**src/idpa_pkg.sv**
```systemverilog
// Shared types, codes and arithmetic helpers for the int8 dot-product accumulator.
// No dependencies; every other file in src/ refers to this package by scoped names.
package idpa_pkg;

    // Channel and byte geometry
    localparam int CH_MAX    = 16;
    localparam int PAIRS     = CH_MAX / 2;
    localparam int LANES_DEF = 16;
    localparam int QUAD      = 4;

    // Input operation codes
    localparam logic OP_START = 1'b0;
    localparam logic OP_ACC   = 1'b1;

    // Bias kinds
    localparam logic [1:0] BIAS_NONE = 2'd0;
    localparam logic [1:0] BIAS_S8   = 2'd1;
    localparam logic [1:0] BIAS_U8   = 2'd2;
    localparam logic [1:0] BIAS_S32  = 2'd3;

    // Output kinds (the unused code passes s32 through)
    localparam logic [1:0] OUT_S32 = 2'd0;
    localparam logic [1:0] OUT_S8  = 2'd1;
    localparam logic [1:0] OUT_U8  = 2'd2;

    // Configuration register indexes
    localparam logic [1:0] CFG_BIAS_KIND = 2'd0;
    localparam logic [1:0] CFG_OUT_KIND  = 2'd1;
    localparam logic [1:0] CFG_RELU_ON   = 2'd2;

    localparam logic signed [16:0] S16_MAX = 17'sd32767;
    localparam logic signed [16:0] S16_MIN = -17'sd32768;

    // Per-lane stage controls driven from the top level
    typedef struct packed {
        logic load;    // capture products and bias of an accepted beat
        logic acc_en;  // apply the captured beat to the accumulator
        logic start;   // captured beat is a start (bias load)
    } idpa_lane_ctrl_t;

    // Saturate a 17-bit pair sum to signed 16 bits
    function automatic logic signed [15:0] sat16(input logic signed [16:0] v);
        logic signed [15:0] r;
        if (v > S16_MAX) begin
            r = 16'sh7FFF;
        end else if (v < S16_MIN) begin
            r = -16'sh8000;
        end else begin
            r = v[15:0];
        end
        return r;
    endfunction

    // ReLU and narrowing of one accumulator
    function automatic logic [31:0] finish(input logic [31:0] acc,
                                           input logic [1:0]  kind,
                                           input logic        relu);
        logic signed [31:0] v;
        v = $signed(acc);
        if ((relu || (kind == OUT_U8)) && (v < 32'sd0)) begin
            v = 32'sd0;
        end
        if (kind == OUT_S8) begin
            if (v > 32'sd127) begin
                v = 32'sd127;
            end else if (v < -32'sd128) begin
                v = -32'sd128;
            end
        end else if (kind == OUT_U8) begin
            if (v > 32'sd255) begin
                v = 32'sd255;
            end
        end
        return $unsigned(v);
    endfunction

endpackage

```
**src/idpa_merge.sv**
```systemverilog
// Merge stage: ReLU and narrowing of every lane accumulator into the result register.
// Depends on idpa_pkg; channels at or above LANES read as zero.
module idpa_merge #(
    parameter int LANES = idpa_pkg::LANES_DEF
) (
    input  logic        aclk,
    input  logic        load,
    input  logic [1:0]  out_kind,
    input  logic        relu_on,
    input  logic [31:0] acc [LANES],
    output logic [31:0] res_word [idpa_pkg::CH_MAX]
);

    for (genvar ch = 0; ch < idpa_pkg::CH_MAX; ch++) begin : g_ch
        if (ch < LANES) begin : g_used
            logic [31:0] res_reg;

            // Capture the finished value of this channel
            always_ff @(posedge aclk) begin
                if (load) begin
                    res_reg <= idpa_pkg::finish(acc[ch], out_kind, relu_on);
                end
            end

            assign res_word[ch] = res_reg;
        end else begin : g_unused
            assign res_word[ch] = 32'd0;
        end
    end

endmodule

```
**config.mk**
```make
export PLATFORM = sky130hd
export DESIGN_NAME = idpa_merge
export DESIGN_NICKNAME = d
export VERILOG_FILES = /design/src/idpa_pkg.sv /design/src/idpa_merge.sv
export SDC_FILE = /design/constraint.sdc
export NUM_CORES = 1
export LEC_CHECK = 0
export ABC_AREA = 0
export BUFFER_PORTS_ARGS = -buffer_cell sky130_fd_sc_hd__buf_4
export CORE_AREA = 8 8 393 395
export CTS_BUF_LIST = sky130_fd_sc_hd__clkbuf_8
export DETAILED_ROUTE_END_ITERATION = 8
export DIE_AREA = 0 0 401 403
export SETUP_SLACK_MARGIN = 0.02
export SYNTH_ARGS = -nofsm -noshare
export SYNTH_HDL_FRONTEND = slang
export SYNTH_SLANG_ARGS = --single-unit
```
**constraint.sdc**
```tcl
create_clock -name aclk -period 3.4 [get_ports aclk]
set_clock_uncertainty 0.15 [all_clocks]
set_input_delay 0.34 -clock aclk [delete_from_list [all_inputs] [get_ports aclk]]
set_output_delay 0.34 -clock aclk [all_outputs]
set_load 0.01 [all_outputs]
```
==> out/qor.yml <==
synthesis:
  yosys.cell_count.top_type: "edfxtp_1"
  synth_cell_types: 52
  ys_ff_latch: 512
  yosysTopAreaCell: "edfxtp_1"
  synth_cells: 1994
  ys.flop_type: "edfxtp_1"
  yosysTopAreaCellShare: 0.655
  synthesis.nets: 2527
  synth_common_cells: "edfxtp_1 (512), nand2_1 (375), a21oi_1 (304)"
  async_reset_ff_frac: 0
  syn_avg_cell_area_um2: 11.8
  ys_seq_area_frac: 0.655
  synth_edf_count: 512
  synth.area.top_cells: "edfxtp_1 (65%), a21oi_1 (6.5%), nand2_1 (6.0%)"
  ys_warn_count: 0
  syn_area_mm2: 0.0235
layout:
  final_area_mm2: 0.0435
  nets: 4343
  register_area_mm2: 0.0154
  finalNonFillerCells: 5853
  layout-drive-gt1-share: 0.352
  multi_input_area_mm2: 0.00753
  largest_register_ffs: 512
  fill_cells: 15251
  area_delta_synth_final_pct: 85.1
global_route:
  grt_pass1_wl_um: 209000
  overflow: 0
  grt_antenna_before_repair: 35
  grt_max_degree: 69
  grt_usage: 0.178
  grt_pass1_vias: 26496
cts:
  cts_setup_buffers: 0
  cts_buffers: 96
  clkTransAtPathRegs_ns: 0.06
  cts_sinks: 512
  cts_root_buf: "clkbuf_8"
  cts_tree: "built"
  clockBufferDepth: 3
  htreeDepth: 3
timing:
  finalCriticalPeriod_ns: 3.36
  tightest_slew_ns: 0.960
  setup_viol: 0
  fin_crit_sh: 0.988
  tns_ns: 0
  finalHoldViolCount: 0
  grt_setup_unrepaired: "no"
  max_clock_freq_ghz: 0.298
  drv_slew: 0
  whs_ns: 0.170
  relSlewSlack: 0.359
route:
  wl_um: 153000
  drtIter0Drc: 2461
  via_count: 26352
  wl_per_cell_um: 26.1
  avgViaCountPerCell: 4.50
  drc_errors: 0
  drtPass1Iterations: 8
  ant_nets: 0
power_and_ir_drop:
  power_leakage_nw: 18.2
  pwr-share-seq: 0.427
  powerDensity_mw_per_mm2: 429
  p_int_w: 0.0131
  switching_share: 0.296
  pwr-share-comb: 0.240
  power_w: 0.0187
  clockPowerShare: 0.333
  p_switching_w: 0.00553
  ir_worst_vdd_mv: 0.339
floorplanning:
  core.rowCount: 142
  dieArea_mm2: 0.162
  start_util: 0.158
  die_w_um: 401
  fp.dieH_um: 403
  design.core.area_mm2: 0.149
  ios: 1029
critical_path:
  startpoint_type: "primary input"
  critPathArrivalTime_ns: 3.81
  crit_path_end_kind: "flop"
  slowest_stage: "dlygate4sd3_1"
  crit_type: "primary input to flop"
  cp_max_fo: 21
  path_cells: "dlygate4sd3_1 -> buf_4 -> nand4_1 -> nor4_2 -> buf_4 -> nand2_1 -> ha_1 -> nand2_1 -> o41ai_4 -> buf_12 -> a21oi_1 -> dlygate4sd3_1 -> nor2_1"
  slowest_delay_ns: 0.56
  cp-startpoint: "acc[297]"
  cp.required_ns: 3.85
  worstSetupEndpoint: "g_ch[6].g_used.res_reg[16]"
placement:
  place.detailed.hpwl_um: 120000
  dp.cells: 4916
  io_buffer_count: 1028
  place_congestion: 1.00
  postPlaceCellArea_mm2: 0.0341
hold_path:
  hold_depth: 5
  hold_class: "primary input to flop"
job:
  drv_cap: 0
outcome:
  outcome: "completed"
-- repair_timing --
action / CTS / global route
setup endpoints to repair: 0 / 6
hold buffers: 740 / 0
hold endpoints to repair: 541 / 0
gates resized for setup: 0 / 1
-- placed cells by master (no fill, tap or decap), types with 4 or more instances in the layout --
cell type,Yosys,final
nand4_1,113,113
and2_1,6,6
a31o_2,78,78
a21o_1,123,123
nor4_1,112,111
bufinv_16,0,7
a21oi_2,1,11
diode_2,0,18
inv_1,8,33
nor2_1,27,26
o21ai_0,48,48
o41ai_1,6,6
clkinv_2,0,17
clkbuf_8,0,98
or2_2,7,7
nor3_1,26,26
nand3_1,4,4
buf_4,9,1106
a21oi_1,304,293
edfxtp_1,512,512
o21a_1,5,5
dlygate4sd3_1,0,740
nand2_1,375,374
clkinv_1,0,24
ha_1,16,16
o31ai_1,6,5
buf_12,0,20
o211ai_1,20,20
-- layer usage --
layer  vias to the layer above  GRT usage  wire (um)
met5                         -          0         69
met4                        12     0.0701       6230
met3                       298     0.0553      14300
met2                      1617      0.291      71100
met1                     13002      0.220      60900
li1                      11423          -          -
-- logic make-up after synthesis --
logic type,count (synthesis),share of synthesized area
flops,512,0.655
mux,1,0.000426
simple gates,688,0.140
buf+inv,157,0.0288
fa+ha+maj,16,0.00853
compound gates,620,0.167
-- worst min-delay path by stage --
stage,from,to,slack (ns)
after CTS,relu_on,g_ch[6].g_used.res_reg[31],0.04
after global routing,relu_on,g_ch[6].g_used.res_reg[31],0.14
final,relu_on,g_ch[6].g_used.res_reg[31],0.17
after detailed placement,acc[320],g_ch[5].g_used.res_reg[0],0.46
after floorplan,load,g_ch[0].g_used.res_reg[0],0.30
after global placement,acc[322],g_ch[5].g_used.res_reg[2],0.46
-- worst max-delay path: cells and delay by family --
family | cells | cell delay [ns]
adder cells (fa/ha/maj) | 1 | 0.31
buffers and inverters | 5 | 1.63
AO/OA/AOI/OAI | 2 | 0.57
AND/OR/NAND/NOR | 5 | 0.94
-- power by group through the flow --
stage / clock network [W] / registers (W) / logic, W
5_1_grt: 0.00664 / 0.00800 / 0.00472
3_3_place_gp: 0 / 0.00807 / 0.00362
4_1_cts: 0.00642 / 0.00795 / 0.00448
3_5_place_dp: 0 / 0.00807 / 0.00363
2_1_floorplan: 0 / 0.00829 / 0.000770
6_report: 0.00621 / 0.00796 / 0.00448
-- final cells by class --
class                   count  share of cell area
multi-input cells        1325               0.173
well taps                1944              0.0560
repair buffers           1867               0.371
clock inverters            81              0.0131
flip-flops and latches    512               0.354
inverters                   8            0.000691
clock buffers              98              0.0310
diodes                     18             0.00104
-- per-stage QoR --
| stage | setup slack [ns] | util |
|---|---|---|
| 2_1_floorplan | 0.375 | - |
| 3_3_place_gp | 0.0444 | 0.229 |
| 3_5_place_dp | 0.0547 | 0.229 |
| 4_1_cts | 0.0799 | 0.292 |
| 5_1_grt | 0.0290 | 0.292 |
| 6_report | 0.0398 | 0.293 |
No activity file was read; power rests on OpenSTA's default activity.
