### src/idpa_pkg.sv
// Shared types, codes and arithmetic helpers for the int8 dot-product accumulator.
// No dependencies; every other file in src/ refers to this package by scoped names.
package idpa_pkg;

    // Channel and byte geometry
    localparam int CH_MAX    = 16;
    localparam int PAIRS     = CH_MAX / 2;
    localparam int LANES_DEF = 16;
    localparam int QUAD      = 4;

    // Input operation codes
    localparam logic OP_START = 1'b0;
    localparam logic OP_ACC   = 1'b1;

    // Bias kinds
    localparam logic [1:0] BIAS_NONE = 2'd0;
    localparam logic [1:0] BIAS_S8   = 2'd1;
    localparam logic [1:0] BIAS_U8   = 2'd2;
    localparam logic [1:0] BIAS_S32  = 2'd3;

    // Output kinds (the unused code passes s32 through)
    localparam logic [1:0] OUT_S32 = 2'd0;
    localparam logic [1:0] OUT_S8  = 2'd1;
    localparam logic [1:0] OUT_U8  = 2'd2;

    // Configuration register indexes
    localparam logic [1:0] CFG_BIAS_KIND = 2'd0;
    localparam logic [1:0] CFG_OUT_KIND  = 2'd1;
    localparam logic [1:0] CFG_RELU_ON   = 2'd2;

    localparam logic signed [16:0] S16_MAX = 17'sd32767;
    localparam logic signed [16:0] S16_MIN = -17'sd32768;

    // Per-lane stage controls driven from the top level
    typedef struct packed {
        logic load;    // capture products and bias of an accepted beat
        logic acc_en;  // apply the captured beat to the accumulator
        logic start;   // captured beat is a start (bias load)
    } idpa_lane_ctrl_t;

    // Saturate a 17-bit pair sum to signed 16 bits
    function automatic logic signed [15:0] sat16(input logic signed [16:0] v);
        logic signed [15:0] r;
        if (v > S16_MAX) begin
            r = 16'sh7FFF;
        end else if (v < S16_MIN) begin
            r = -16'sh8000;
        end else begin
            r = v[15:0];
        end
        return r;
    endfunction

    // ReLU and narrowing of one accumulator
    function automatic logic [31:0] finish(input logic [31:0] acc,
                                           input logic [1:0]  kind,
                                           input logic        relu);
        logic signed [31:0] v;
        v = $signed(acc);
        if ((relu || (kind == OUT_U8)) && (v < 32'sd0)) begin
            v = 32'sd0;
        end
        if (kind == OUT_S8) begin
            if (v > 32'sd127) begin
                v = 32'sd127;
            end else if (v < -32'sd128) begin
                v = -32'sd128;
            end
        end else if (kind == OUT_U8) begin
            if (v > 32'sd255) begin
                v = 32'sd255;
            end
        end
        return $unsigned(v);
    endfunction

endpackage

### src/idpa_lane.sv
// One channel lane: registered u8 x s8 products, then the saturating pair sums
// feeding the wrapping s32 accumulator. Depends on idpa_pkg.
module idpa_lane (
    input  logic                      aclk,
    input  logic                      aresetn,
    input  idpa_pkg::idpa_lane_ctrl_t ctrl,
    input  logic [1:0]                bias_kind,
    input  logic [31:0]               act_quad,
    input  logic [31:0]               lane_word,
    output logic [31:0]               acc
);

    logic signed [16:0] prod_full [idpa_pkg::QUAD];
    logic signed [15:0] prod_reg  [idpa_pkg::QUAD];
    logic [31:0]        bias_next;
    logic [31:0]        bias_reg;
    logic signed [15:0] t0;
    logic signed [15:0] t1;
    logic signed [16:0] dot_sum;
    logic [31:0]        acc_reg;
    logic [31:0]        acc_next;

    // Multiply each activation byte by its weight byte
    always_comb begin
        for (int b = 0; b < idpa_pkg::QUAD; b++) begin
            prod_full[b] = $signed({1'b0, act_quad[8*b +: 8]}) * $signed(lane_word[8*b +: 8]);
        end
    end

    // Pick the bias from the raw word
    always_comb begin
        case (bias_kind)
            idpa_pkg::BIAS_S8:  bias_next = {{24{lane_word[7]}}, lane_word[7:0]};
            idpa_pkg::BIAS_U8:  bias_next = {24'd0, lane_word[7:0]};
            idpa_pkg::BIAS_S32: bias_next = lane_word;
            default:            bias_next = 32'd0;
        endcase
    end

    // Hold products and bias of the captured beat
    always_ff @(posedge aclk) begin
        if (ctrl.load) begin
            for (int b = 0; b < idpa_pkg::QUAD; b++) begin
                prod_reg[b] <= prod_full[b][15:0];
            end
            bias_reg <= bias_next;
        end
    end

    // Saturate each pair, then combine
    always_comb begin
        t0 = idpa_pkg::sat16({prod_reg[0][15], prod_reg[0]} + {prod_reg[1][15], prod_reg[1]});
        t1 = idpa_pkg::sat16({prod_reg[2][15], prod_reg[2]} + {prod_reg[3][15], prod_reg[3]});
        dot_sum = {t0[15], t0} + {t1[15], t1};
        acc_next = ctrl.start ? bias_reg : acc_reg + {{15{dot_sum[16]}}, dot_sum};
    end

    // Advance the accumulator
    always_ff @(posedge aclk) begin
        if (!aresetn) begin
            acc_reg <= 32'd0;
        end else if (ctrl.acc_en) begin
            acc_reg <= acc_next;
        end
    end

    assign acc = acc_reg;

endmodule

### config.mk
export PLATFORM = sky130hd
export DESIGN_NAME = idpa_lane
export DESIGN_NICKNAME = d
export VERILOG_FILES = /design/src/idpa_pkg.sv /design/src/idpa_lane.sv
export SDC_FILE = /design/constraint.sdc
export NUM_CORES = 1
export LEC_CHECK = 0
export BUFFER_PORTS_ARGS = -buffer_cell sky130_fd_sc_hd__clkbuf_2
export CAP_MARGIN = 20
export CELL_PAD_IN_SITES_DETAIL_PLACEMENT = 0
export CELL_PAD_IN_SITES_GLOBAL_PLACEMENT = 2
export CORE_UTILIZATION = 43
export DETAILED_ROUTE_END_ITERATION = 12
export GPL_TIMING_DRIVEN = 0
export PLACE_DENSITY_LB_ADDON = 0.12
export SLEW_MARGIN = 20
export SYNTH_ARGS = -nofsm -noshare
export SYNTH_HDL_FRONTEND = slang
export SYNTH_SLANG_ARGS = --single-unit
export TNS_END_PERCENT = 100
### constraint.sdc
create_clock -name aclk -period 11.2 [get_ports aclk]
set_input_delay 1.12 -clock aclk [delete_from_list [all_inputs] [get_ports aclk]]
set_output_delay 1.12 -clock aclk [all_outputs]
set_load 0.1 [all_outputs]
==> impl_metrics.json, run 1 <==
{
  "grt_usage_pct": 21.1,
  "totalWireLength_um": 39800,
  "hold_viol": 0,
  "critPathSlowestCell": "o31a_1",
  "die_width_um": 199,
  "drt_iter0_drc": 642,
  "firstDrtPassIters": 5,
  "pin_count": 103,
  "syn_to_final_growth_pct": 10.5,
  "max_freq_mhz": 124,
  "finalCriticalPeriod_ns": 8.08,
  "fin_tns_setup_ns": 0,
  "routedWlPerCell_um": 16.4,
  "grt_max_degree": 97,
  "die_y_um": 199,
  "fp.coreArea_mm2": 0.0378,
  "synth_cell_types": 71,
  "crit_path_end": "acc[30]",
  "cp.required_ns": 11.55,
  "clock_sinks": 128,
  "multi_input_area_mm2": 0.0120,
  "antenna_found_initial": 0,
  "postCtsResizedCells": 0,
  "rsz0062_at_grt": "no",
  "cts_tree": "yes",
  "drc_errors": 0,
  "drive_above_1_share_pct": 7.83,
  "grt_pass1_vias": 12200,
  "via_per_inst": 5.17,
  "fp.dieArea_mm2": 0.0394,
  "cts_buffers": 17,
  "hpwlAfterDp_um": 32600,
  "clock_path_buffers": 2,
  "largest_register_ffs": 64,
  "final_common_cell": "inv_1",
  "slew_headroom_pct": 37.3,
  "syn_avg_cell_area_um2": 9.25,
  "drv_cap": 0,
  "r2r_slack_ns": 3.12,
  "synth-seq-cells": 128,
  "layout_common_cells": "inv_1 (247), ha_1 (239), nand2_1 (154)",
  "drv_slew": 0,
  "max_stage_delay_ns": 0.80,
  "r2r_start": "prod_reg[0][3]",
  "final.period_utilization_pct": 72.1,
  "timing.rr.end": "acc[30]",
  "clock_latency_ns": 0.43,
  "cp_data_arrival_time_ns": 8.43,
  "syn_inst": 1795,
  "row_count": 71,
  "cts.clk_slew.worst_paths_ns": 0.06,
  "synth_edf_count": 96,
  "synth_ff_type": "edfxtp_1",
  "vias": 12600,
  "hold_class": "register to register",
  "postCtsSetupBuffers": 0,
  "gp_congestion": 0.864,
  "outcome": "complete, no violations",
  "holdBufCountCts": 0,
  "initial_utilization_pct": 43.9,
  "gr-total-overflow": 0,
  "syn_nets": 2257,
  "rr_worst_depth": 30,
  "ff_latch_area_mm2": 0.00352,
  "yosys_warnings": 0,
  "finalSetupViolations": 0,
  "crit_fanout": 17,
  "startpoint": "prod_reg[0][3]",
  "num-fill-cells": 3756,
  "ant_nets": 0,
  "cts_htree_levels": 4,
  "skew_ns": 0.00849,
  "synth_seq_area_share_pct": 21.2,
  "worst_pin_slew_ns": 0.940,
  "end_kind": "register",
  "cp-start-kind": "register",
  "grt_pass1_wl_um": 64700,
  "nNetsFinal": 2365,
  "cts_root_buffer": "clkbuf_16",
  "syn-cell-area_mm2": 0.0166,
  "cp_common_cell": "a21oi_1",
  "async_reset_ff_share_pct": 0,
  "path_class": "register to register",
  "place.port_buffers": 89
}
==> layout make-up <==
type	count	area share, %
Antenna cell	1	0.0136
Buffer	38	0.818
Clock buffer	17	2.32
Clock inverter	15	1.17
Inverter	249	5.09
Multi-Input combinational cell	1380	65.4
Sequential cell	128	19.2
Tap cell	511	3.48
Timing Repair Buffer	89	2.48
==> through the flow <==
stage          utilization, %  instance area [um^2]  cells  hold WS [ns]  worst slack [ns]
2_1_floorplan               -                 16600   1795         0.492              4.57
3_3_place_gp             46.8                 17700   2395         0.506              3.16
3_5_place_dp             46.8                 17700   2395         0.510              3.14
4_1_cts                  48.5                 18300   2427         0.517              3.07
5_1_grt                  48.5                 18300   2427         0.529              2.38
6_report                 48.5                 18300   2428         0.515              3.12
==> worst min path at each step <==
stage | slack [ns] | startpoint | to | cells after the start
6_report | 0.52 | acc[0] | acc[0] | 2
3_3_place_gp | 0.51 | acc[5] | acc[5] | 2
2_1_floorplan | 0.49 | bias_reg[30] | acc[30] | 2
3_5_place_dp | 0.51 | acc[0] | acc[0] | 2
5_1_grt | 0.53 | acc[0] | acc[0] | 2
4_1_cts | 0.52 | acc[0] | acc[0] | 2
==> synth_stat cells, types with 5 or more instances <==
cell type / n / area [um^2]
a211o_1: 6 / 52.6
a211oi_1: 9 / 67.6
a21boi_0: 12 / 90.1
a21o_1: 63 / 473
a21oi_1: 101 / 505
a31oi_1: 17 / 106
and2_1: 132 / 826
and3_1: 7 / 43.8
clkbuf_1: 33 / 124
dfxtp_1: 32 / 641
edfxtp_1: 96 / 2880
fa_1: 152 / 3040
ha_1: 239 / 2990
inv_1: 247 / 927
mux2i_1: 10 / 100
nand2_1: 154 / 578
nand2b_1: 31 / 194
nand3_1: 27 / 135
nand4_1: 8 / 50.1
nor2_1: 100 / 375
nor2b_1: 26 / 163
nor3_1: 16 / 80.1
o2111ai_1: 5 / 43.8
o211ai_1: 10 / 75.1
o21a_1: 15 / 113
o21ai_0: 59 / 295
o21ai_1: 9 / 45.0
o21bai_1: 5 / 37.5
or2_2: 6 / 37.5
xnor2_1: 76 / 666
xor2_1: 22 / 193
==> cells by family (layout without fill, tap and decap cells) <==
logic type,Yosys count,in the layout,share of synthesized area (%)
xor gates and xnor gates,99,99,5.27
muxes,12,12,0.738
buffers and inverters,287,408,6.53
DFF,128,128,21.2
AOI/OAI and AO/OA,356,356,14.3
other,0,1,0
adders and majority gates,395,395,36.6
and+or+nand+nor,518,518,15.4
==> routing by layer <==
metal,GRT usage [%],wire length [um],up-vias
met2,32.9,17600,209
met1,31.5,20600,6042
li1,-,-,6281
met5,0,0,-
met4,4.19,363,0
met3,2.17,1270,22
==> worst max-delay path: cells and delay by family, from the launching register on <==
kind / cells / cell delay [ns]
compound gates: 20 / 5.00
fa+ha+maj: 4 / 1.39
simple gates: 3 / 0.58
buf+inv: 2 / 0.44
flops: 1 / 0.40
xor+xnor: 1 / 0.15
Power of run 1 is not shown: default switching activity piles up to over one toggle a cycle in this logic, so the estimate is an artifact.
==> run 2: changes to the inputs <==
--- a/config.mk
+++ b/config.mk
@@ -9,7 +9,7 @@
 export CAP_MARGIN = 20
 export CELL_PAD_IN_SITES_DETAIL_PLACEMENT = 0
 export CELL_PAD_IN_SITES_GLOBAL_PLACEMENT = 2
-export CORE_UTILIZATION = 43
+export CORE_UTILIZATION = 40
 export DETAILED_ROUTE_END_ITERATION = 12
 export GPL_TIMING_DRIVEN = 0
 export PLACE_DENSITY_LB_ADDON = 0.12
==> constraint.sdc (replaced) <==
create_clock -name aclk -period 7.6 [get_ports aclk]
set_input_delay 0.76 -clock aclk [delete_from_list [all_inputs] [get_ports aclk]]
set_output_delay 0.76 -clock aclk [all_outputs]
set_load 0.1 [all_outputs]
==> impl_metrics.json, run 2 (same netlist as run 1, synthesis figures left out) <==
{
  "grt_max_degree": 97,
  "grt_pass1_wl_um": 66900,
  "max_freq_mhz": 140,
  "hold_slack_ns": 0.528,
  "grt_usage_pct": 20.4,
  "totalWireLength_um": 41700,
  "end_kind": "register",
  "cts_root_buffer": "clkbuf_16",
  "grt_pass1_vias": 12400,
  "initial_utilization_pct": 40.6,
  "slew_headroom_pct": 50.1,
  "final_common_cell": "inv_1",
  "pin_count": 103,
  "path_class": "register to register",
  "r2r_start": "prod_reg[1][0]",
  "routedWlPerCell_um": 17.0,
  "drt_iter0_drc": 573,
  "syn_to_final_growth_pct": 11.6,
  "worst_pin_slew_ns": 0.749,
  "timing.rr.end": "acc[30]",
  "die_width_um": 206,
  "rsz0062_at_grt": "no",
  "path_buf_inv": 3,
  "cts_tree": "yes",
  "clock_latency_ns": 0.43,
  "hold_end": "acc[22]",
  "largest_register_ffs": 64,
  "cts.clk_slew.worst_paths_ns": 0.06,
  "drv_cap": 0,
  "cp_top_family": "compound AO/OA/AOI/OAI gates",
  "holdBufCountCts": 0,
  "fp.dieArea_mm2": 0.0423,
  "via_per_inst": 5.13,
  "place.port_buffers": 89,
  "cts_buffers": 17,
  "nNetsFinal": 2378,
  "drc_errors": 0,
  "die_y_um": 206,
  "crit_fanout": 10,
  "num_antenna_cells": 0,
  "hold_class": "register to register",
  "r2r_slack_ns": 0.45,
  "drive_above_1_share_pct": 9.18,
  "hold_start": "acc[22]",
  "cp_data_arrival_time_ns": 7.50,
  "cp.required_ns": 7.95,
  "vias": 12600,
  "final.period_utilization_pct": 94.1,
  "max_stage_delay_ns": 0.38,
  "cp_common_cell": "a21oi_1",
  "fp.coreArea_mm2": 0.0409,
  "hpwlAfterDp_um": 33300,
  "drv_slew": 0,
  "ant_nets": 0,
  "skew_ns": 0.0148,
  "outcome": "complete, no violations",
  "antenna_found_initial": 0,
  "hold_viol": 0,
  "gp_congestion": 0.805,
  "rr_worst_depth": 33,
  "finalCriticalPeriod_ns": 7.15,
  "finalSetupViolations": 0,
  "clock_sinks": 128,
  "fin_tns_setup_ns": 0,
  "layout_common_cells": "inv_1 (247), ha_1 (239), nand2_1 (154)",
  "gr-total-overflow": 0,
  "cp-start-kind": "register",
  "cts_htree_levels": 4,
  "critPathSlowestCell": "fa_1",
  "row_count": 74,
  "clock_path_buffers": 2,
  "whs_path_depth": 1,
  "firstDrtPassIters": 5
}
[run 2: changes by cell type in the layout (fill, tap and decap cells not counted), sizes merged]
| cell | previous run | this run |
|---|---|---|
| diode | 1 | 0 |
| buf | 5 | 16 |
| clkinvlp | 4 | 7 |
| clkinv | 5 | 3 |
| o31a | 1 | 2 |
| inv | 250 | 252 |
| clkbuf | 139 | 141 |
| bufinv | 5 | 1 |
[run 2: worst max-delay path by stage]
stage | start | to | slack [ns] | cells past startpoint
after floorplan | prod_reg[0][0] | acc[30] | 0.97 | 32
after global placement | prod_reg[1][0] | acc[30] | -0.41 | 32
after detailed placement | prod_reg[1][0] | acc[30] | -0.39 | 32
after CTS | prod_reg[1][0] | acc[30] | 0.10 | 32
after global routing | prod_reg[1][1] | acc[22] | 0.03 | 31
final | prod_reg[1][0] | acc[30] | 0.45 | 33
[run 2: final cells by class]
type                       instances  area [um^2]
buffer                            38          153
clock inverter                    14          131
inverter                         249          935
timing repair buffer             101          564
sequential                       128         3520
multi-input combinational       1381        12100
tap                              532          666
clock buffer                      18          429
fill                            4025        22400
[run 2: metrics by stage]
| stage | std cells | area (um^2) | utilization, % | setup WS, ns |
|---|---|---|---|---|
| floorplan | 1795 | 16600 | - | 0.970 |
| global placement | 2416 | 17700 | 43.3 | -0.411 |
| detailed placement | 2417 | 17800 | 43.4 | -0.395 |
| CTS | 2449 | 18300 | 44.8 | 0.104 |
| global route | 2461 | 18500 | 45.3 | 0.0254 |
| finish | 2461 | 18500 | 45.3 | 0.446 |
[run 2: layer usage]
metal  wire (um)  share of wire (%)  GRT usage, %  vias up
met2       18600                 45          31.9      203
met1       21100                 51          30.1     6073
met3        1470                3.5          2.23       37
met4         553                1.3          4.62        0
li1            -                  -             -     6304
met5           0                  0             0        -
[run 2: worst reg2reg max path, delay by kind of cell (launching register included)]
family                   cells  cell delay, ns
flip-flops                   1            0.35
adder cells (fa/ha/maj)      4            1.18
AO/OA/AOI/OAI               21            4.18
AND/OR/NAND/NOR              3            0.42
XOR/XNOR                     2            0.49
buffers and inverters        3            0.46
[run 2: timing repair]
action / in CTS / in global routing
resized for setup: 2 / 19
endpoints found under the setup margin: 8 / 11
setup buffers: 0 / 11
cloned: 0 / 1
endpoints found under the hold margin: 0 / 0
pin swaps: 0 / 7
Power of run 2 is left out for the same reason.
